File: src/rtl/core/epc_pkg.sv
`timescale 1ns / 1ps
// ----------------------------------------------------------------------------
// epc_pkg: shared types and constants for the epoch-seconds to calendar block
// Holds the sequencer state type, the widths of the shared compare-subtract
// unit and the month length table.
// ----------------------------------------------------------------------------
package epc_pkg;

	// Width of the shared compare-subtract unit. The widest operand is the
	// shifted remainder of the division by the day length (below 2 * 86400).
	localparam int unsigned UNIT_W = 18;

	localparam logic [UNIT_W-1:0] SECS_PER_DAY  = UNIT_W'(86400);
	localparam logic [UNIT_W-1:0] SECS_PER_HOUR = UNIT_W'(3600);
	localparam logic [UNIT_W-1:0] SECS_PER_MIN  = UNIT_W'(60);
	localparam logic [UNIT_W-1:0] DAYS_COMMON   = UNIT_W'(365);
	localparam logic [UNIT_W-1:0] DAYS_LEAP     = UNIT_W'(366);

	localparam logic [11:0] BASE_YEAR     = 12'd1970;
	localparam logic [1:0]  BASE_MOD4     = 2'd2;
	localparam logic [6:0]  BASE_MOD100   = 7'd70;
	localparam logic [8:0]  BASE_MOD400   = 9'd370;
	localparam logic [6:0]  LAST_MOD100   = 7'd99;
	localparam logic [8:0]  LAST_MOD400   = 9'd399;
	localparam logic [3:0]  MONTH_FEB     = 4'd1;
	localparam logic [3:0]  MONTH_DEC     = 4'd11;

	typedef enum logic [2:0] {
		ST_IDLE,
		ST_DAYS,
		ST_YEARS,
		ST_MONTHS,
		ST_HOURS,
		ST_MINUTES
	} epc_state_t;

	// Length of a month in days; February grows by one in a leap year.
	function automatic logic [UNIT_W-1:0] month_len(input logic [3:0] mon, input logic leap);
		logic [4:0] len;
		begin
			case (mon)
				4'd0, 4'd2, 4'd4, 4'd6, 4'd7, 4'd9, 4'd11: len = 5'd31;
				4'd3, 4'd5, 4'd8, 4'd10:                   len = 5'd30;
				MONTH_FEB:                                 len = leap ? 5'd29 : 5'd28;
				default:                                   len = 5'd31;
			endcase
			month_len = UNIT_W'(len);
		end
	endfunction

endpackage

File: src/rtl/core/epoch_seconds_to_calendar_date.sv
`timescale 1ns / 1ps
// ----------------------------------------------------------------------------
// epoch_seconds_to_calendar_date: seconds since 1970 to calendar fields
// Converts an unsigned 32-bit seconds count into year, month, day of month,
// day of year, hour, minute and second with a small sequencer driving one
// shared compare-and-subtract unit.
// ----------------------------------------------------------------------------
// A request is taken when start is high while busy is low. The block then
// holds busy high for the whole conversion and answers with done high for
// exactly one cycle, with all result fields valid in that cycle; the receiver
// cannot stall, so the result must be captured then. A conversion runs the
// long division by the day length, one step per year from 1970 plus one, one
// step per month plus one, the hour and minute divisions and the cycle in
// which done is high; its length is set by the single compare-subtract unit
// that every step shares. A new request may be given in the cycle in which
// done is high.
// ----------------------------------------------------------------------------
module epoch_seconds_to_calendar_date (
	input  logic        clk,
	input  logic        arst_n,
	input  logic        start,
	output logic        busy,
	input  logic [31:0] epoch_seconds,
	output logic        done,
	output logic [11:0] year,
	output logic [3:0]  month,
	output logic [4:0]  day_of_month,
	output logic [8:0]  day_of_year,
	output logic [4:0]  hour,
	output logic [5:0]  minute,
	output logic [5:0]  second
);

	import epc_pkg::*;

	epc_state_t state_q, state_d;

	// Working registers. div_q first holds the low dividend bits and collects
	// the day count as quotient bits shift in; after that it holds the days
	// still to be peeled off by the year and month steps.
	logic [15:0]       div_q;
	logic [16:0]       rem_q;
	logic [3:0]        cnt_q;
	logic [11:0]       year_q;
	logic [1:0]        mod4_q;
	logic [6:0]        mod100_q;
	logic [8:0]        mod400_q;
	logic [8:0]        yday_q;
	logic [3:0]        mon_q;
	logic [4:0]        hour_q;
	logic [5:0]        min_q;
	logic              done_q;

	logic              leap;
	logic [UNIT_W-1:0] op_a, op_b, diff;
	logic              ge;
	logic              accept;

	assign accept = start && (state_q == ST_IDLE);

	// Gregorian rule from the running residues of the year.
	assign leap = (mod4_q == 2'd0) && ((mod100_q != 7'd0) || (mod400_q == 9'd0));

	// Operand selection for the shared unit, one use per state.
	always_comb begin
		op_a = '0;
		op_b = '0;
		case (state_q)
			ST_DAYS: begin
				op_a = {rem_q, div_q[15]};
				op_b = SECS_PER_DAY;
			end
			ST_YEARS: begin
				op_a = UNIT_W'(div_q);
				op_b = leap ? DAYS_LEAP : DAYS_COMMON;
			end
			ST_MONTHS: begin
				op_a = UNIT_W'(div_q);
				op_b = month_len(mon_q, leap);
			end
			ST_HOURS: begin
				op_a = UNIT_W'(rem_q);
				op_b = SECS_PER_HOUR << cnt_q;
			end
			ST_MINUTES: begin
				op_a = UNIT_W'(rem_q);
				op_b = SECS_PER_MIN << cnt_q;
			end
			default: begin
				op_a = '0;
				op_b = '0;
			end
		endcase
	end

	epc_cmpsub #(
		.W(UNIT_W)
	) u_cmpsub (
		.a    (op_a),
		.b    (op_b),
		.ge   (ge),
		.diff (diff)
	);

	always_ff @(posedge clk or negedge arst_n) begin
		if (!arst_n) begin
			state_q <= ST_IDLE;
		end else begin
			state_q <= state_d;
		end
	end

	// Next state. The day division runs a fixed 16 steps; the year and month
	// steps stop as soon as the remaining days no longer cover the period, the month steps at December at the latest.
	always_comb begin
		state_d = state_q;
		case (state_q)
			ST_IDLE: begin
				if (accept) state_d = ST_DAYS;
			end
			ST_DAYS: begin
				if (cnt_q == 4'd0) state_d = ST_YEARS;
			end
			ST_YEARS: begin
				if (!ge) state_d = ST_MONTHS;
			end
			ST_MONTHS: begin
				if (!ge || (mon_q == MONTH_DEC)) state_d = ST_HOURS;
			end
			ST_HOURS: begin
				if (cnt_q == 4'd0) state_d = ST_MINUTES;
			end
			ST_MINUTES: begin
				if (cnt_q == 4'd0) state_d = ST_IDLE;
			end
			default: state_d = ST_IDLE;
		endcase
	end

	always_ff @(posedge clk or negedge arst_n) begin
		if (!arst_n) begin
			done_q <= 1'b0;
		end else begin
			done_q <= (state_q == ST_MINUTES) && (cnt_q == 4'd0);
		end
	end

	// Datapath registers. They only change on a request or while working, so
	// the fields stay put through the cycle in which done is high.
	always_ff @(posedge clk) begin
		case (state_q)
			ST_IDLE: begin
				if (accept) begin
					// The top half is always below the day length, so it can
					// seed the remainder and only 16 quotient bits remain.
					rem_q    <= {1'b0, epoch_seconds[31:16]};
					div_q    <= epoch_seconds[15:0];
					cnt_q    <= 4'd15;
					year_q   <= BASE_YEAR;
					mod4_q   <= BASE_MOD4;
					mod100_q <= BASE_MOD100;
					mod400_q <= BASE_MOD400;
				end
			end
			ST_DAYS: begin
				rem_q <= ge ? diff[16:0] : op_a[16:0];
				div_q <= {div_q[14:0], ge};
				cnt_q <= cnt_q - 4'd1;
			end
			ST_YEARS: begin
				if (ge) begin
					div_q    <= diff[15:0];
					year_q   <= year_q + 12'd1;
					mod4_q   <= mod4_q + 2'd1;
					mod100_q <= (mod100_q == LAST_MOD100) ? 7'd0 : mod100_q + 7'd1;
					mod400_q <= (mod400_q == LAST_MOD400) ? 9'd0 : mod400_q + 9'd1;
				end else begin
					yday_q <= div_q[8:0];
					mon_q  <= 4'd0;
				end
			end
			ST_MONTHS: begin
				if (ge && (mon_q != MONTH_DEC)) begin
					div_q <= diff[15:0];
					mon_q <= mon_q + 4'd1;
				end else begin
					cnt_q  <= 4'd4;
					hour_q <= 5'd0;
				end
			end
			ST_HOURS: begin
				// Restoring division with the divisor shifted; quotient MSB first.
				if (ge) rem_q <= diff[16:0];
				hour_q <= {hour_q[3:0], ge};
				if (cnt_q == 4'd0) begin
					cnt_q <= 4'd5;
					min_q <= 6'd0;
				end else begin
					cnt_q <= cnt_q - 4'd1;
				end
			end
			ST_MINUTES: begin
				if (ge) rem_q <= diff[16:0];
				min_q <= {min_q[4:0], ge};
				if (cnt_q != 4'd0) cnt_q <= cnt_q - 4'd1;
			end
			default: begin
				cnt_q <= cnt_q;
			end
		endcase
	end

	assign busy         = (state_q != ST_IDLE);
	assign done         = done_q;
	assign year         = year_q;
	assign month        = mon_q;
	assign day_of_month = div_q[4:0] + 5'd1;
	assign day_of_year  = yday_q;
	assign hour         = hour_q;
	assign minute       = min_q;
	assign second       = rem_q[5:0];

endmodule

File: src/rtl/core/epc_cmpsub.sv
`timescale 1ns / 1ps
// ----------------------------------------------------------------------------
// epc_cmpsub: shared compare-and-subtract unit
// Reports whether a is at least b and gives the difference a - b.
// ----------------------------------------------------------------------------
module epc_cmpsub #(
	parameter int unsigned W = 18
) (
	input  logic [W-1:0] a,
	input  logic [W-1:0] b,
	output logic         ge,
	output logic [W-1:0] diff
);

	logic [W:0] wide_diff;

	// The borrow out of the subtraction gives the compare for free.
	assign wide_diff = {1'b0, a} - {1'b0, b};
	assign ge        = ~wide_diff[W];
	assign diff      = wide_diff[W-1:0];

endmodule

File: config.mk
export PLATFORM = sky130hd
export DESIGN_NAME = epoch_seconds_to_calendar_date
export DESIGN_NICKNAME = d
export VERILOG_FILES = /design/src/rtl/core/epc_pkg.sv /design/src/rtl/core/epoch_seconds_to_calendar_date.sv /design/src/rtl/core/epc_cmpsub.sv
export SDC_FILE = /design/constraint.sdc
export NUM_CORES = 1
export LEC_CHECK = 0
export BUFFER_PORTS_ARGS = -buffer_cell sky130_fd_sc_hd__buf_2
export CAP_MARGIN = 20
export CELL_PAD_IN_SITES_DETAIL_PLACEMENT = 0
export CELL_PAD_IN_SITES_GLOBAL_PLACEMENT = 2
export CORE_AREA = 2 2 155 157
export CTS_BUF_LIST = sky130_fd_sc_hd__clkbuf_8
export DETAILED_ROUTE_END_ITERATION = 10
export DIE_AREA = 0 0 157 159
export GPL_TIMING_DRIVEN = 0
export PLACE_DENSITY_LB_ADDON = 0.1
export SETUP_SLACK_MARGIN = 0.15
export SLEW_MARGIN = 15
export SYNTH_ARGS = -nofsm -noshare
export SYNTH_HDL_FRONTEND = slang
export SYNTH_SLANG_ARGS = --single-unit
File: constraint.sdc
create_clock -name clk -period 7.1 [get_ports clk]
set_clock_uncertainty 0.15 [all_clocks]
set_input_delay 0 -clock clk [delete_from_list [all_inputs] [get_ports clk]]
set_output_delay 0 -clock clk [all_outputs]
set_load 0.005 [all_outputs]
### Word-level counts from Yosys, hierarchy flattened

Index checks and enable logic that the tools add are counted.

| storage, ports and cells | value |
|---|---|
| flip-flop bits (word level) | 95 |
| output and inout bits | 49 |
| bits of input ports | 35 |

| operators by class | value |
|---|---|
| shift-type cells | 2 |
| reduce and logical (&&, ||, !) cells | 32 |
| mux-type cells | 46 |
| add/sub/neg operators | 8 |
| bitwise logic cells | 1 |
| equal/unequal tests | 25 |

Operator list:

| cell | count |
|---|---|
| $pmux 18 s5 | 1 |
| $pmux 16 s4 | 1 |
| $pmux 18 s3 | 1 |
| $mux 17 | 3 |
| $pmux 17 s3 | 1 |
| $mux 16 | 3 |
| $mux 9 | 3 |
| $mux 12 | 2 |
| $mux 4 | 6 |
| $pmux 12 s2 | 1 |
| $mux 7 | 3 |
| $pmux 4 s5 | 1 |
| $sub 18x18->19 | 1 |
| $mux 3 | 6 |
| $ne 2x2->1 const B | 9 |
| $pmux 3 s6 | 1 |
| $pmux 9 s2 | 1 |
| $shl 12x4->18 const A | 1 |
| $shl 6x4->18 const A | 1 |
| $pmux 7 s2 | 1 |
| $add 12x1->12 const B | 1 |
| $eq 4x4->1 const B | 3 |
| $pmux 6 s2 | 1 |
| $pmux 5 s2 | 1 |
| other kinds (40) | 61 |

### Depth between registers and ports, before layout

Gate-level depths: netlist of run 1.

| depth | value |
|---|---|
| depth in word-level cells | 11 |
| depth in mapped cells | 17 |
| depth with buffers taken out | 14 |

### By module

A second synthesis of run 1 with hierarchy kept.

| unflattened totals | value |
|---|---|
| cell total of the unflattened synthesis | 713 |
| area total of the unflattened synthesis | 6,791.5 um^2 |

By module, submodules not included:

| module | area each (um^2) | cells each | instances |
|---|---|---|---|
| epoch_seconds_to_calendar_date | 5,760.5 | 570 | 1 |
| epc_cmpsub | 1,031.0 | 143 | 1 |

### Worst setup path before layout of run 1

Ideal clock, no wire load.

| timing | value |
|---|---|
| path type | reg2reg |
| start | reg state_q[2] |
| end | reg mod100_q[0], enable pin |
| clock period less this slack | 5,053 ps |
| buffers on the path | 4 |
| data required time | 6,523 ps |
| arrival time | 4,475 ps |
| setup slack | 2,047 ps |
| stages on the path, launching flop included | 16 |
| cells stage by stage | dfrtp_1 -> buf_2 -> clkinv_1 -> nor3_1 -> nand2_1 -> mux2_2 -> o32a_1 -> ha_1 -> buf_4 -> and4_1 -> buf_4 -> nand3_2 -> a21o_1 -> a32o_1 -> buf_2 -> a21oi_1 |

| on the way | value |
|---|---|
| cells in the longest elaborated chain, start to end | 6 |
| elaborated cells on any way between the ends | 16 |
| classes of those cells | add/sub (1); eq/ne (7); mux (2); reduce/logical (6) |

RTL lines:

| what | line | text |
|---|---|---|
| start, declared | epoch_seconds_to_calendar_date.sv:36 | `epc_state_t state_q, state_d;` |
| start signal, assigned | epoch_seconds_to_calendar_date.sv:109 | `state_q <= state_d;` |
| $eq 3x3->1, or another cell as far along | epoch_seconds_to_calendar_date.sv:68 | `case (state_q)` |
| $reduce_or 2->1 (no source line) | - |  |
| $pmux 18 s3 | epoch_seconds_to_calendar_date.sv:68 |  |
| $sub 18x18->19 | epc_cmpsub.sv:18 | `assign wide_diff = {1'b0, a} - {1'b0, b};` |
| $ne 2x2->1 (no source line) | - |  |
| $reduce_and 3->1 (no source line) * | - |  |
| end signal, assigned | epoch_seconds_to_calendar_date.sv:175 | `mod100_q <= (mod100_q == LAST_MOD100) ? 7'd0 : mod100_q + 7'd1;` |
| end, declared | epoch_seconds_to_calendar_date.sv:46 | `logic [6:0] mod100_q;` |

Mark *: on every way between the ends. The rest lies on a longest branch, timed or not.
A chain may end at the register's enable or synchronous reset.

### Worst setup path in the final report of run 1

| timing | value |
|---|---|
| start | reg state_q[2] |
| end | reg div_q[11], enable pin |

| on the way | value |
|---|---|
| cells in the longest elaborated chain, start to end | 8 |
| elaborated cells on any way between the ends | 19 |
| classes of those cells | add/sub (1); eq/ne (8); mux (2); bitwise (1); reduce/logical (7) |

RTL lines:

| what | line | text |
|---|---|---|
| $eq 3x3->1 / $eq 3x2->1 (equally long branches) | epoch_seconds_to_calendar_date.sv:68, epoch_seconds_to_calendar_date.sv:151 |  |
| $reduce_or 2->1 (no source line) | - |  |
| $pmux 18 s3 | epoch_seconds_to_calendar_date.sv:68 |  |
| $sub 18x18->19 | epc_cmpsub.sv:18 |  |
| $not 1->1 | epc_cmpsub.sv:19 | `assign ge = ~wide_diff[W];` |
| $logic_and 1x1->1 | epoch_seconds_to_calendar_date.sv:183 | `if (ge && (mon_q != MONTH_DEC)) begin` |
| $ne 2x2->1 (no source line) | - |  |
| $reduce_and 4->1 (no source line) * | - |  |
| end signal, assigned | epoch_seconds_to_calendar_date.sv:167 | `div_q <= {div_q[14:0], ge};` |
| end signal, assigned | epoch_seconds_to_calendar_date.sv:172 | `div_q <= diff[15:0];` |
| end signal, assigned | epoch_seconds_to_calendar_date.sv:184 | `div_q <= diff[15:0];` |
| end, declared | epoch_seconds_to_calendar_date.sv:41 | `logic [15:0] div_q;` |

Marked as above.

==> impl.org, run 1 <==
** Routing
- After detailed routing, the average wire length per cell comes to 19.3 µm.
- Via density per instance :: roughly 5.3
- Pre-antenna DRT Iters :: 5
- The routed layout has around 6.4k vias.
- In this run the remaining antenna-violating nets after routing total 0.
- Initial detailed-routing violation count :: around 520
- For this run, design rule violations remaining after detail routing come to 0.
- Overall routed net length :: about 23 mm

** Yosys
- In the synthesized netlist the async set-or-reset flop fraction comes to 4.21%.
- Yosys printed 0 warnings.
- The number of nets handed over by synthesis was between 800 and 900.
- Cells after Synth :: roughly 760
- Avg Inst Size Synth :: 9.09 µm²
- Flip-flop cell with the highest count after synthesis :: sky130_fd_sc_hd__edfxtp_1
- Post-synthesis cell type count :: 73
- By area the synthesized netlist is led by sky130_fd_sc_hd__edfxtp_1 40%, sky130_fd_sc_hd__ha_1 5.5%, sky130_fd_sc_hd__nand2_1 4.2%, sky130_fd_sc_hd__a21oi_1 4.1%, sky130_fd_sc_hd__o21ai_0 4.0%.
- The synthesized design spends more area on one cell type than any other, namely sky130_fd_sc_hd__edfxtp_1.
- Sequential cell area fraction in the yosys report :: roughly 41%
- Total of flip-flops plus latches after synthesis :: 95
- Yosys mapped a number of flops with a built-in enable equal to between 90 and 100.
- In this run the biggest area consumer among cell types represents roughly two fifths of the synthesized area.
- Post-synth design cell area :: just under 7000 µm²

** Timing
- Number of slew-limit violations in the final report :: 0
- After routing, the total negative slack on setup checks comes to 0 ns.
- For the pin with the worst max-slew slack, the measured transition is between 0.8 and 0.9 ns.
- Post-route minimum period :: between 5 and 6 ns
- The worst pin sits at a relative slew slack of 40.0%.
- The final-report hold violation count was 0.
- Setup repair after global routing left no endpoint under its margin.
- Static timing analysis puts the maximum clock frequency at between 0.15 and 0.2 GHz.
- Setup-failing EPs final :: 0
- In the finished design, the share of the clock period the worst path needs comes to roughly 75%.

** Worst hold path
- Worst min-delay path endpoint :: state_q[0]$_DFFE_PN0P_
- Classification of the worst-slack hold path :: in -> reg
- The startpoint identified for the worst hold timing path is start.
- The worst hold path was traced through 5 stages.

** Setup path
- The startpoint identified for the worst register-to-register timing path is state_q[2]$_DFFE_PN0P_.
- Among all stages on the critical path, the largest delay is contributed by sky130_fd_sc_hd__a211oi_4.
- The critical path in this run is classified as reg -> reg.
- The largest single stage delay on the critical path is 0.80 ns.
- Cell breakdown of the critical path :: buf_2 -> clkinv_1 -> nor3_1 -> nand2_1 -> mux2_2 -> o32a_1 -> ha_1 -> buf_4 -> and4_1 -> buf_4 -> nand3_2 -> a21o_1 -> a32oi_4 -> buf_6 -> o21ai_1 -> a211oi_4
- Across all register-to-register paths, the minimum setup slack is 1.80 ns.
- The worst register-to-register path ends at div_q[11]$_DFFE_PP_.
- Tracing the worst setup path back leads to its startpoint at state_q[2]$_DFFE_PN0P_.
- Setup crit end kind :: register
- Data on the critical path arrives at its endpoint at a little over 5 ns.
- STA classifies the critical path startpoint as a register.
- Critical path data required time :: 6.95 ns
- Depth of the most critical reg-to-reg path :: 16
- Library cell appearing most often on the critical path :: sky130_fd_sc_hd__buf_4
- Crit Path Max Fanout :: 16

** CTS
- Buffer count from post-CTS setup fixing :: 0
- Clock slew at the register clock pins of the worst setup and hold paths :: approximately 0.1 ns
- Counting along the longest clock path gives a buffer depth of 2.
- Clock tree synthesis selected as its root buffer the cell sky130_fd_sc_hd__clkbuf_8.
- TritonCTS built the clock tree.
- TritonCTS created 9 clock buffers.
- CTS-repair resized insts :: 0
- Clock latency on the worst-skew pair, taken at its later pin, is between 0.3 and 0.4 ns.
- CTS sink cnt :: 95
- CTS built an H-tree with a depth of 3.

** Die
- Die area :: 25,000 µm²
- Initial standard-cell utilization of the core :: approximately 30%
- The floorplan step set the die height to around 160 µm.
- Count of standard-cell rows :: 56
- For this design the top-level I/O count stands at 84.
- The floorplan step defined a core boundary enclosing between 20,000 and 25,000 µm².
- DIE WIDTH :: 157 µm

** Place
- Last weighted congestion value of the routability-driven placer :: between 0.8 and 0.9
- Port buffering added between 80 and 90 buffers.
- HPWL after detailed placement :: 18.2 mm

** GRT
- Maximum number of pins on one net before global-route repair :: 25
- The first global-routing pass estimated between 30 and 40 mm of wire.
- Initial antenna violation count :: 0
- Vias in the first global route :: roughly 6k
- Global route overflow :: 0
- Global router's overall resource usage :: a little under a fifth

** Status
- Result of the run :: finished clean

** Layout
- The top cell types in the final layout, fill and taps aside, are 92 x sky130_fd_sc_hd__buf_2, 91 x sky130_fd_sc_hd__edfxtp_1, 77 x sky130_fd_sc_hd__nand2_1.
- The area growth from synthesis to layout is 20.8%.
- Summing all multi-input logic gate instances after layout gives 3720 µm².
- The library cell used most frequently in the layout, excluding fill and tap cells, is sky130_fd_sc_hd__buf_2.
- FF/Latch Area :: 2830 µm²
- # diodes :: 0
- Counting the fill cells in the layout gives roughly 2.4k.
- The post-route netlist has between 10% and 20% of its cells at a drive strength greater than 1.
- At the end of the flow, the number of nets in the layout was ~950.

** Flow run
- The tool flagged a number of max-cap violations equal to 0.
[what timing repair did]
item | CTS | global route
hold buffers | 34 | 0
endpoints found under the setup margin | 0 | 0
endpoints found under the hold margin | 36 | 0
[registers in the layout, indices dropped and copies added, names as in the netlist, 5 cells and up]
| register | flops |
|---|---|
| rem_q | 17 |
| div_q | 16 |
| year | 12 |
| day_of_year | 9 |
| mod400_q | 9 |
| mod100_q | 7 |
| minute | 6 |
| hour | 5 |
[worst max-delay path by stage]
stage                                      to  slack [ns]
floorplan           mod100_q[0]$_SDFFCE_PP0P_        2.05
global route               div_q[9]$_DFFE_PP_        1.49
CTS                        div_q[9]$_DFFE_PP_        1.75
finish                    div_q[11]$_DFFE_PP_        1.80
global placement        year[9]$_SDFFCE_PP1P_        0.33
detailed placement         div_q[3]$_DFFE_PP_        1.78
[layer usage]
| layer | GRT usage (%) | up-vias | part of all wire [%] |
|---|---|---|---|
| li1 | - | 3087 | - |
| met1 | 26.0 | 3103 | 46 |
| met2 | 30.4 | 166 | 48 |
| met3 | 1.91 | 27 | 3.5 |
| met4 | 5.80 | 0 | 2.2 |
| met5 | 0 | - | 0 |
[worst max-delay path: cells and delay by family, from the launching register on]
family / cells / cell delay (ns)
and+or+nand+nor: 4 / 1.09
muxes: 1 / 0.30
AOI/OAI and AO/OA: 5 / 1.74
adders and majority gates: 1 / 0.29
buffers and inverters: 5 / 1.03
DFF: 1 / 0.33
[synth_stat cells, types with 4 or more instances]
cell / n
sky130_fd_sc_hd__o21a_1: 6
sky130_fd_sc_hd__a21oi_1: 57
sky130_fd_sc_hd__nand3_1: 28
sky130_fd_sc_hd__nand4_1: 6
sky130_fd_sc_hd__and2_1: 9
sky130_fd_sc_hd__a211oi_1: 8
sky130_fd_sc_hd__nor4_1: 5
sky130_fd_sc_hd__nor3_1: 16
sky130_fd_sc_hd__nand2b_1: 10
sky130_fd_sc_hd__a31oi_1: 4
sky130_fd_sc_hd__a32oi_1: 7
sky130_fd_sc_hd__buf_4: 9
sky130_fd_sc_hd__o21ai_1: 12
sky130_fd_sc_hd__mux2i_1: 16
sky130_fd_sc_hd__clkbuf_1: 34
sky130_fd_sc_hd__o22ai_1: 13
sky130_fd_sc_hd__nor2_1: 69
sky130_fd_sc_hd__edfxtp_1: 91
sky130_fd_sc_hd__and3_1: 17
sky130_fd_sc_hd__nor2b_1: 6
sky130_fd_sc_hd__xnor2_1: 16
sky130_fd_sc_hd__nand2_1: 77
sky130_fd_sc_hd__o21ai_0: 55
sky130_fd_sc_hd__a22oi_1: 27
sky130_fd_sc_hd__a21o_1: 7
sky130_fd_sc_hd__xor2_1: 13
sky130_fd_sc_hd__dfrtp_1: 4
sky130_fd_sc_hd__ha_1: 30
sky130_fd_sc_hd__inv_1: 21
sky130_fd_sc_hd__buf_2: 9
sky130_fd_sc_hd__o211ai_1: 11
[through the flow]
step | hold slack [ns] | setup WS [ns] | util, % | instance area, µm² | std cells
after global placement | -0.331 | 0.326 | 33.2 | 7700 | 1159
after floorplan | -0.446 | 2.05 | - | 6880 | 757
after detailed placement | -0.333 | 1.78 | 33.5 | 7770 | 1161
final | 0.115 | 1.80 | 35.8 | 8310 | 1211
after global routing | 0.124 | 1.49 | 35.8 | 8310 | 1211
after CTS | 0.0783 | 1.75 | 35.8 | 8310 | 1211
[cells by family (layout without fill, tap and decap cells)]
logic type	Yosys count	in the layout	share of synthesized area, %
adder cells (fa/ha/maj)	31	31	5.75
AO/OA/AOI/OAI	243	243	23.5
flip-flops	95	95	41.2
XOR/XNOR	29	29	3.69
multiplexers	19	19	2.82
buffers and inverters	80	215	5.24
AND/OR/NAND/NOR	260	260	17.9
[area by class of cell]
cell class	instances	share of cell area [%]
Multi-Input combinational cell	582	44.7
Inverter	24	1.08
Tap cell	319	4.80
Sequential cell	95	34.1
Timing Repair Buffer	119	9.60
Clock buffer	9	1.49
Buffer	56	3.25
Clock inverter	7	0.963
Power of run 1 is not shown: default switching activity piles up to over one toggle a cycle in this logic, so the estimate is an artifact.
==> run 2, diff against run 1 <==
==> constraint.sdc (replaced) <==
create_clock -name clk -period 5.56 [get_ports clk]
set_clock_uncertainty 0.15 [all_clocks]
set_input_delay 0 -clock clk [delete_from_list [all_inputs] [get_ports clk]]
set_output_delay 0 -clock clk [all_outputs]
set_load 0.005 [all_outputs]
==> impl.org, run 2 (same netlist as run 1, synthesis figures left out) <==
** GRT
- Maximum number of pins on one net before global-route repair :: 25 (unchanged)
- Initial antenna violation count :: 0 (unchanged)
- Vias in the first global route :: 6,065 (unchanged)
- Global router's overall resource usage :: 18.7% (unchanged)
- The residual overflow from global routing was 0 (unchanged).
- Global-route wire length before repair :: 36.0 mm (unchanged)

** Timing
- Worst path setup slack after routing :: 0.402 ns (was 1.80 ns)
- Total count of hold-check failures in the final report :: 0 (unchanged)
- Post-route minimum period :: 5.16 ns (was 5.30 ns)
- Number of slew-limit violations in the final report :: 0 (unchanged)
- Final total negative setup slack :: 0 ns (unchanged)
- Share of the clock period used by the worst path :: 92.8% (was 74.7%)
- Worst-Margin Slew :: 0.804 ns (was 0.897 ns)
- The tightest slew margin relative to the limit is 45.8% (was 40.0%).
- The final-report setup violation count came to 0 (unchanged).
- The maximum clock frequency was 0.194 GHz (was 0.189 GHz).
- RSZ-0062 raised after global routing: false (unchanged).

** Setup path
- The classification of the worst setup path is reg -> reg (unchanged).
- Startpoint types :: register (unchanged)
- The worst reg-to-reg setup slack was 0.40 ns (was 1.80 ns).
- The maximum fanout along the worst path is 10 (was 16).
- Setup crit end kind :: register (unchanged)
- Delay contributed by the slowest stage of the critical path :: 0.65 ns (was 0.80 ns)
- The worst path required time was 5.43 ns (was 6.95 ns).
- Cell breakdown of the critical path :: buf_2 -> clkbuf_1 -> nor2_1 -> nand2_1 -> o21ai_0 -> ha_1 -> fa_1 -> nand2b_1 -> a21o_1 -> a21o_1 -> a32o_1 -> buf_2 -> nand2_1 -> a21oi_1 (was buf_2 -> clkinv_1 -> nor3_1 -> nand2_1 -> mux2_2 -> o32a_1 -> ha_1 -> buf_4 -> and4_1 -> buf_4 -> nand3_2 -> a21o_1 -> a32oi_4 -> buf_6 -> o21ai_1 -> a211oi_4)
- Arrival time worst endpoint :: 5.03 ns (was 5.16 ns)
- Cell at the slowest stage of the critical path :: sky130_fd_sc_hd__nor2_1 (was sky130_fd_sc_hd__a211oi_4)

** Routing
- Via density per instance :: 5.27 (about the same)
- Remaining antenna violation count after routing :: 0 (unchanged)
- The average wire per cell in the routed design was 19.2 µm (was 19.3 µm).
- The detailed router's first-iteration violation count was 556 (was 521).
- Overall routed net length :: 23.3 mm (about the same)
- The number of search-and-repair iterations in the first detailed-routing pass came to 6 (was 5).
- Number of vias in the routed layout :: 6,384 (was 6,383)
- The number of DRC violations after detailed routing is 0 (unchanged).

** CTS
- The number of CTS-inserted buffers is 9 (unchanged).
- The maximum buffer depth of the clock tree was 2 (unchanged).
- The TritonCTS clock tree is done (unchanged).
- Clock root buffer master :: sky130_fd_sc_hd__clkbuf_8 (unchanged)
- The source-to-sink clock delay at the later pin of the worst-skew pair is 0.38 ns (about the same).
- The H-tree depth is 3 (unchanged).
- CTS sink cnt :: 95 (unchanged)
- The clock transition time at the flip-flop clock pins of the worst setup and hold paths was 0.10 ns (about the same).

** Place
- HPWL after detailed placement :: 18.2 mm (unchanged)
- Last weighted congestion value of the routability-driven placer :: 0.870 (unchanged)
- The number of buffer cells added on primary ports was 83 (unchanged).
- Setup Slack @ Placement :: 0.238 ns (was 1.78 ns)

** Die
- The floorplan die height is 159 µm (unchanged).
- Core area :: 23,200 µm² (unchanged)
- The total die area is 25,000 µm² (unchanged).
- The row count is 56 (unchanged).
- The initial standard-cell utilization of the core came to 29.7% (unchanged).
- Number of top-level pins :: 84 (unchanged)
- DIE WIDTH :: 157 µm (unchanged)

** Layout
- The signed area change from the synthesized netlist to the final layout was 21.1% (was 20.8%).
- The number of antenna cells inserted is 0 (unchanged).
- Nets :: 954 (was 953)
- Most common cell after layout, fill and taps aside :: sky130_fd_sc_hd__buf_2 (unchanged)
- FF/Latch Area :: 2830 µm² (unchanged)
- The fraction of layout cells with a size suffix above 1 was 15.9% (was 15.8%).
- Number of inserted filler cells in the final layout :: 2,425 (unchanged)
- Area used by multi-input combinational logic :: 3720 µm² (unchanged)
- The register name with the most flops is rem_q (unchanged).
- Number of flip-flops in the largest register :: 17 (unchanged)
- Most frequent cells in the layout :: 92 x sky130_fd_sc_hd__buf_2, 91 x sky130_fd_sc_hd__edfxtp_1, 77 x sky130_fd_sc_hd__nand2_1 (unchanged)

** Status
- Result of the run :: finished clean (unchanged)

** Flow run
- The max-cap check violation count was 0 (unchanged).

** Worst hold path
- The path class of the lowest-slack min-delay path is in -> reg (unchanged).
-- run 2: worst paths after layout --
| check | from | endpoint | cells past startpoint |
|---|---|---|---|
| worst max-delay path | state_q[2]$_DFFE_PN0P_ | month[1]$_SDFFCE_PN0P_ | 14 |
| worst min-delay path | start | state_q[0]$_DFFE_PN0P_ | 5 |
| worst max register to register | state_q[2]$_DFFE_PN0P_ | month[1]$_SDFFCE_PN0P_ | 14 |
| worst min register to register | div_q[6]$_DFFE_PP_ | day_of_year[6]$_DFFE_PP_ | 0 |
| max in group asynchronous | arst_n | state_q[0]$_DFFE_PN0P_ | 3 |
| min in group asynchronous | arst_n | done$_DFF_PN0_ | 3 |
-- run 2: repair_timing --
action | in CTS | in global routing
hold buffers | 34 | 0
setup endpoints to repair | 0 | 16
gates resized for setup | 0 | 0
endpoints found under the hold margin | 36 | 0
buffers inserted | 0 | 1
-- run 2: worst max-delay path, delay by kind of cell (launching register included) --
family / cells / cell delay (ns)
AO/OA/AOI/OAI: 5 / 1.65
buffers and inverters: 3 / 0.83
flip-flops: 1 / 0.36
AND/OR/NAND/NOR: 4 / 1.23
adder cells (fa/ha/maj): 2 / 0.57
-- run 2: final cells by class --
cell class,count,share of cell area (%)
Clock inverter,7,0.961
Sequential cell,95,34.0
Multi-Input combinational cell,582,44.6
Inverter,24,1.08
Timing Repair Buffer,120,9.82
Buffer,56,3.24
Clock buffer,9,1.49
Tap cell,319,4.79
-- run 2: metrics by stage --
stage	instances	hold WS, ns	utilization [%]	instance area (µm²)
2_1_floorplan	757	-0.446	-	6880
3_3_place_gp	1159	-0.331	33.2	7700
3_5_place_dp	1161	-0.333	33.5	7770
4_1_cts	1211	0.0783	35.8	8310
5_1_grt	1212	0.124	35.9	8330
6_report	1212	0.118	35.9	8330
-- run 2: layer usage --
metal | GRT usage, % | routed length, µm
met5 | 0 | 0
met4 | 5.80 | 536
met3 | 1.91 | 829
met2 | 30.4 | 11100
met1 | 26.0 | 10800
Power of run 2 is left out for the same reason.
==> run 3, diff against run 2 <==
--- a/config.mk
+++ b/config.mk
@@ -5,14 +5,15 @@
 export SDC_FILE = /design/constraint.sdc
 export NUM_CORES = 1
 export LEC_CHECK = 0
+export ABC_AREA = 1
 export BUFFER_PORTS_ARGS = -buffer_cell sky130_fd_sc_hd__buf_2
 export CAP_MARGIN = 20
 export CELL_PAD_IN_SITES_DETAIL_PLACEMENT = 0
 export CELL_PAD_IN_SITES_GLOBAL_PLACEMENT = 2
-export CORE_AREA = 2 2 155 157
+export CORE_AREA = 2 2 153 155
 export CTS_BUF_LIST = sky130_fd_sc_hd__clkbuf_8
 export DETAILED_ROUTE_END_ITERATION = 10
-export DIE_AREA = 0 0 157 159
+export DIE_AREA = 0 0 155 157
 export GPL_TIMING_DRIVEN = 0
 export PLACE_DENSITY_LB_ADDON = 0.1
 export SETUP_SLACK_MARGIN = 0.15
==> impl.org, run 3 <==
** Status
- Result of the run: finished clean (unchanged).

** Place
- The placed wire-length estimate is 16.3 mm (was 18.2 mm).
- The final RePlAce weighted congestion was 0.820 (was 0.870).
- The number of buffer cells added on primary ports is 83 (unchanged).

** Die
- The total die area was 24,300 µm² (was 25,000 µm²).
- Core area :: 22,500 µm² (was 23,200 µm²)
- DIE WIDTH :: 155 µm (was 157 µm)
- The I/O pin count came to 84 (unchanged).
- The initial standard-cell utilization of the core was 29.7% (about the same).
- Die Height :: 157 µm (was 159 µm)
- Count of standard-cell rows :: 55 (was 56)

** Yosys
- Cell types with the largest area share after synthesis: sky130_fd_sc_hd__edfxtp_1 41%, sky130_fd_sc_hd__nand2_1 12%, sky130_fd_sc_hd__inv_1 5.9%, sky130_fd_sc_hd__ha_1 5.6%, sky130_fd_sc_hd__nand3_1 5.2% (was sky130_fd_sc_hd__edfxtp_1 40%, sky130_fd_sc_hd__ha_1 5.5%, sky130_fd_sc_hd__nand2_1 4.2%, sky130_fd_sc_hd__a21oi_1 4.1%, sky130_fd_sc_hd__o21ai_0 4.0%).
- Post-synth design cell area :: 6690 µm² (was 6880 µm²)
- The total of flip-flops plus latches after synthesis was 95 (unchanged).
- The warning count from the yosys run is 0 (unchanged).
- Cell with the most instances after synthesis :: sky130_fd_sc_hd__nand2_1 (was sky130_fd_sc_hd__edfxtp_1)
- Post-synthesis cell type count :: 51 (was 73)
- The number of standard cells after synthesis came to 835 (was 757).
- The post-synthesis area per instance came to 8.02 µm² (was 9.09 µm²).
- Post-synthesis net count :: 901 (was 823)
- Count of flip-flops with a built-in enable after synthesis :: 91 (unchanged)
- Portion of synthesized cell area occupied by the leading cell type :: 40.8% (was 39.7%)
- The sequential-to-total area share from yosys stat came to 42.3% (was 41.2%).
- The most area-hungry cell type in the Yosys netlist is sky130_fd_sc_hd__edfxtp_1 (unchanged).
- Flip-flop cell with the highest count after synthesis :: sky130_fd_sc_hd__edfxtp_1 (unchanged)
- The share of synthesized registers carrying an async set or reset came to 4.21% (unchanged).
- Top cells by instance count after synthesis: 221 x sky130_fd_sc_hd__nand2_1, 105 x sky130_fd_sc_hd__inv_1, 91 x sky130_fd_sc_hd__edfxtp_1, 82 x sky130_fd_sc_hd__nor2_1, 70 x sky130_fd_sc_hd__nand3_1 (was 91 x sky130_fd_sc_hd__edfxtp_1, 77 x sky130_fd_sc_hd__nand2_1, 69 x sky130_fd_sc_hd__nor2_1, 57 x sky130_fd_sc_hd__a21oi_1, 55 x sky130_fd_sc_hd__o21ai_0).

** Layout
- Nets :: 1,031 (was 954)
- The number of filler cells placed in the layout is 2,408 (was 2,425).
- The area used by multi-input combinational logic came to 3210 µm² (was 3720 µm²).
- Most common cell after layout, fill and taps aside :: sky130_fd_sc_hd__nand2_1 (was sky130_fd_sc_hd__buf_2)
- The number of flip-flops under the largest register name came to 17 (unchanged).
- Most frequent cells in the layout: 221 x sky130_fd_sc_hd__nand2_1, 105 x sky130_fd_sc_hd__inv_1, 91 x sky130_fd_sc_hd__edfxtp_1 (was 92 x sky130_fd_sc_hd__buf_2, 91 x sky130_fd_sc_hd__edfxtp_1, 77 x sky130_fd_sc_hd__nand2_1).
- # diodes :: 0 (unchanged)
- Top register by number of flip-flops :: rem_q (unchanged)
- The area used by sequential logic in the layout is 2830 µm² (unchanged).
- The signed area change from the synthesized netlist to the final layout was 20.1% (was 21.1%).
- Fraction of final layout cells with drive strength greater than 1 :: 18.5% (was 15.9%)

** Routing
- The detail-routed via count per cell was 4.75 (was 5.27).
- Remaining antenna violation count after routing :: 0 (unchanged)
- Pre-antenna DRT Iters :: 5 (was 6)
- Mean routed wirelength per cell :: 16.7 µm (was 19.2 µm)
- The via count of the routed design is 5,966 (was 6,384).
- Initial detailed-routing violation count :: 302 (was 556)
- The number of DRC violations after detailed routing came to 0 (unchanged).
- The wire length after detailed routing is 21.0 mm (was 23.3 mm).

** Flow run
- Number of maximum-capacitance violations :: 0 (unchanged)

** Setup path
- Setup crit end kind :: register (unchanged)
- The maximum fanout along the worst path was 17 (was 10).
- The depth of the worst register-to-register path is 17 (was 14).
- The reg-to-reg critical path startpoint is state_q[0]$_DFFE_PN0P_ (was state_q[2]$_DFFE_PN0P_).
- The worst reg-to-reg setup slack was 1.33 ns (was 0.40 ns).
- The kind of start point of the critical path was a register (unchanged).
- The endpoint of the lowest-slack register-to-register path was rem_q[0]$_DFFE_PP_ (was month[1]$_SDFFCE_PN0P_).
- The classification of the worst setup path is reg -> reg (unchanged).
- The worst path arrival time came to 4.10 ns (was 5.03 ns).
- Critical path data required time :: 5.43 ns (about the same)

** Worst hold path
- The source of the worst hold timing path is start (unchanged).
- Worst min-delay path endpoint :: state_q[1]$_DFFE_PN0P_ (was state_q[0]$_DFFE_PN0P_)
- Classification of the worst-slack hold path :: in -> reg (unchanged)
- Worst hold path stage count :: 5 (unchanged)

** CTS
- The number of CTS-inserted buffers was 9 (unchanged).
- The maximum buffer depth of the clock tree is 2 (unchanged).
- CTS hold repair buffers :: 34 (unchanged)
- The H-tree depth was 3 (unchanged).
- CTS sink cnt :: 95 (unchanged)
- Clock tree from TritonCTS :: done (unchanged)
- The count of buffers added by post-CTS timing repair for setup was 0 (unchanged).
- Clock root buffer master :: sky130_fd_sc_hd__clkbuf_8 (unchanged)
- The clock transition time at the flip-flop clock pins of the worst setup and hold paths was 0.11 ns (was 0.10 ns).
- The source-to-sink clock delay at the later pin of the worst-skew pair came to 0.40 ns (was 0.38 ns).
- The number of gates given a new drive strength after cts was 0 (unchanged).

** Timing
- The tightest slew margin relative to the limit came to 42.1% (was 45.8%).
- Setup-failing EPs final :: 0 (unchanged)
- Post-route minimum period :: 4.23 ns (was 5.16 ns)
- Total count of hold-check failures in the final report :: 0 (unchanged)
- The slew of the pin with the lowest slew margin came to 0.859 ns (was 0.804 ns).
- The final worst hold slack came to 0.0602 ns (was 0.118 ns).
- RSZ-0062 raised after global routing: false (unchanged).
- The fraction of the cycle the final worst path needs came to 76.1% (was 92.8%).
- The maximum clock frequency is 0.236 GHz (was 0.194 GHz).
- Final total negative setup slack :: 0 ns (unchanged)
- Number of slew-limit violations in the final report :: 0 (unchanged)

** GRT
- The residual overflow from global routing was 0 (unchanged).
- Vias in the first global route :: 5,925 (was 6,065)
- The initial antenna violation count came to 0 (unchanged).
- Global-route wire length before repair :: 32.9 mm (was 36.0 mm)
- The global-route usage over all layers was 17.7% (was 18.7%).
- Maximum number of pins on one net before global-route repair :: 27 (was 25)
[run 3: area by class of cell]
cell class / count / share of cell area [%]
buffer: 29 / 2.79
clock buffer: 9 / 1.54
clock inverter: 7 / 0.825
inverter: 115 / 5.40
multi-input combinational: 596 / 40.0
sequential: 95 / 35.2
tap: 285 / 4.44
timing repair buffer: 119 / 9.79
[run 3: per-layer routing]
metal	wire [µm]	track usage [%]	up-vias	share of wire, %
li1	-	-	3024	-
met1	9700	22.8	2804	46
met2	10400	31.2	118	49
met3	675	2.59	20	3.2
met4	267	4.45	0	1.3
met5	0	0	-	0
[run 3: through the flow]
step,util (%),worst slack [ns],area [µm²],instances
2_1_floorplan,-,1.20,6690,835
3_3_place_gp,33.2,-0.148,7470,1203
3_5_place_dp,33.4,1.24,7510,1205
4_1_cts,35.7,1.21,8040,1255
5_1_grt,35.7,0.917,8040,1255
6_report,35.7,1.33,8040,1255
[run 3: logic make-up (layout without fill, tap and decap cells)]
| group | count (synthesis) | in the layout | share of synthesized area (%) |
|---|---|---|---|
| simple gates | 431 | 431 | 29.1 |
| buf+inv | 144 | 279 | 9.83 |
| compound gates | 118 | 118 | 10.7 |
| flops | 95 | 95 | 42.3 |
| fa+ha+maj | 31 | 31 | 5.91 |
| xor+xnor | 16 | 16 | 2.09 |
[run 3: worst max-delay path by stage]
| stage | startpoint | endpoint | slack (ns) | depth (start not counted) |
|---|---|---|---|---|
| 6_report | state_q[0]$_DFFE_PN0P_ | rem_q[0]$_DFFE_PP_ | 1.33 | 17 |
| 3_5_place_dp | state_q[0]$_DFFE_PN0P_ | rem_q[16]$_DFFE_PP_ | 1.24 | 17 |
| 4_1_cts | state_q[0]$_DFFE_PN0P_ | rem_q[0]$_DFFE_PP_ | 1.21 | 17 |
| 2_1_floorplan | state_q[0]$_DFFE_PN0P_ | mod100_q[0]$_SDFFCE_PP0P_ | 1.20 | 18 |
| 5_1_grt | state_q[0]$_DFFE_PN0P_ | rem_q[0]$_DFFE_PP_ | 0.92 | 17 |
| 3_3_place_gp | state_q[2]$_DFFE_PN0P_ | year[8]$_SDFFCE_PP1P_ | -0.15 | 17 |
[run 3: worst max-delay path, stage by stage, from the launching register on]
cell and delay, ns:
sky130_fd_sc_hd__dfrtp_1 0.38, sky130_fd_sc_hd__buf_4 0.17, sky130_fd_sc_hd__nor2_1 0.15, sky130_fd_sc_hd__nand2_1 0.19, sky130_fd_sc_hd__inv_1 0.18, sky130_fd_sc_hd__buf_2 0.29, sky130_fd_sc_hd__buf_2 0.33, sky130_fd_sc_hd__nor2_1 0.11
sky130_fd_sc_hd__ha_1 0.34, sky130_fd_sc_hd__nand2_1 0.14, sky130_fd_sc_hd__nor2_4 0.16, sky130_fd_sc_hd__nand2_1 0.07, sky130_fd_sc_hd__nand2_1 0.05, sky130_fd_sc_hd__nand2_1 0.08, sky130_fd_sc_hd__nand3_4 0.12, sky130_fd_sc_hd__buf_6 0.18
sky130_fd_sc_hd__o21ai_0 0.11, sky130_fd_sc_hd__inv_1 0.62
Power of run 3 is left out for the same reason.
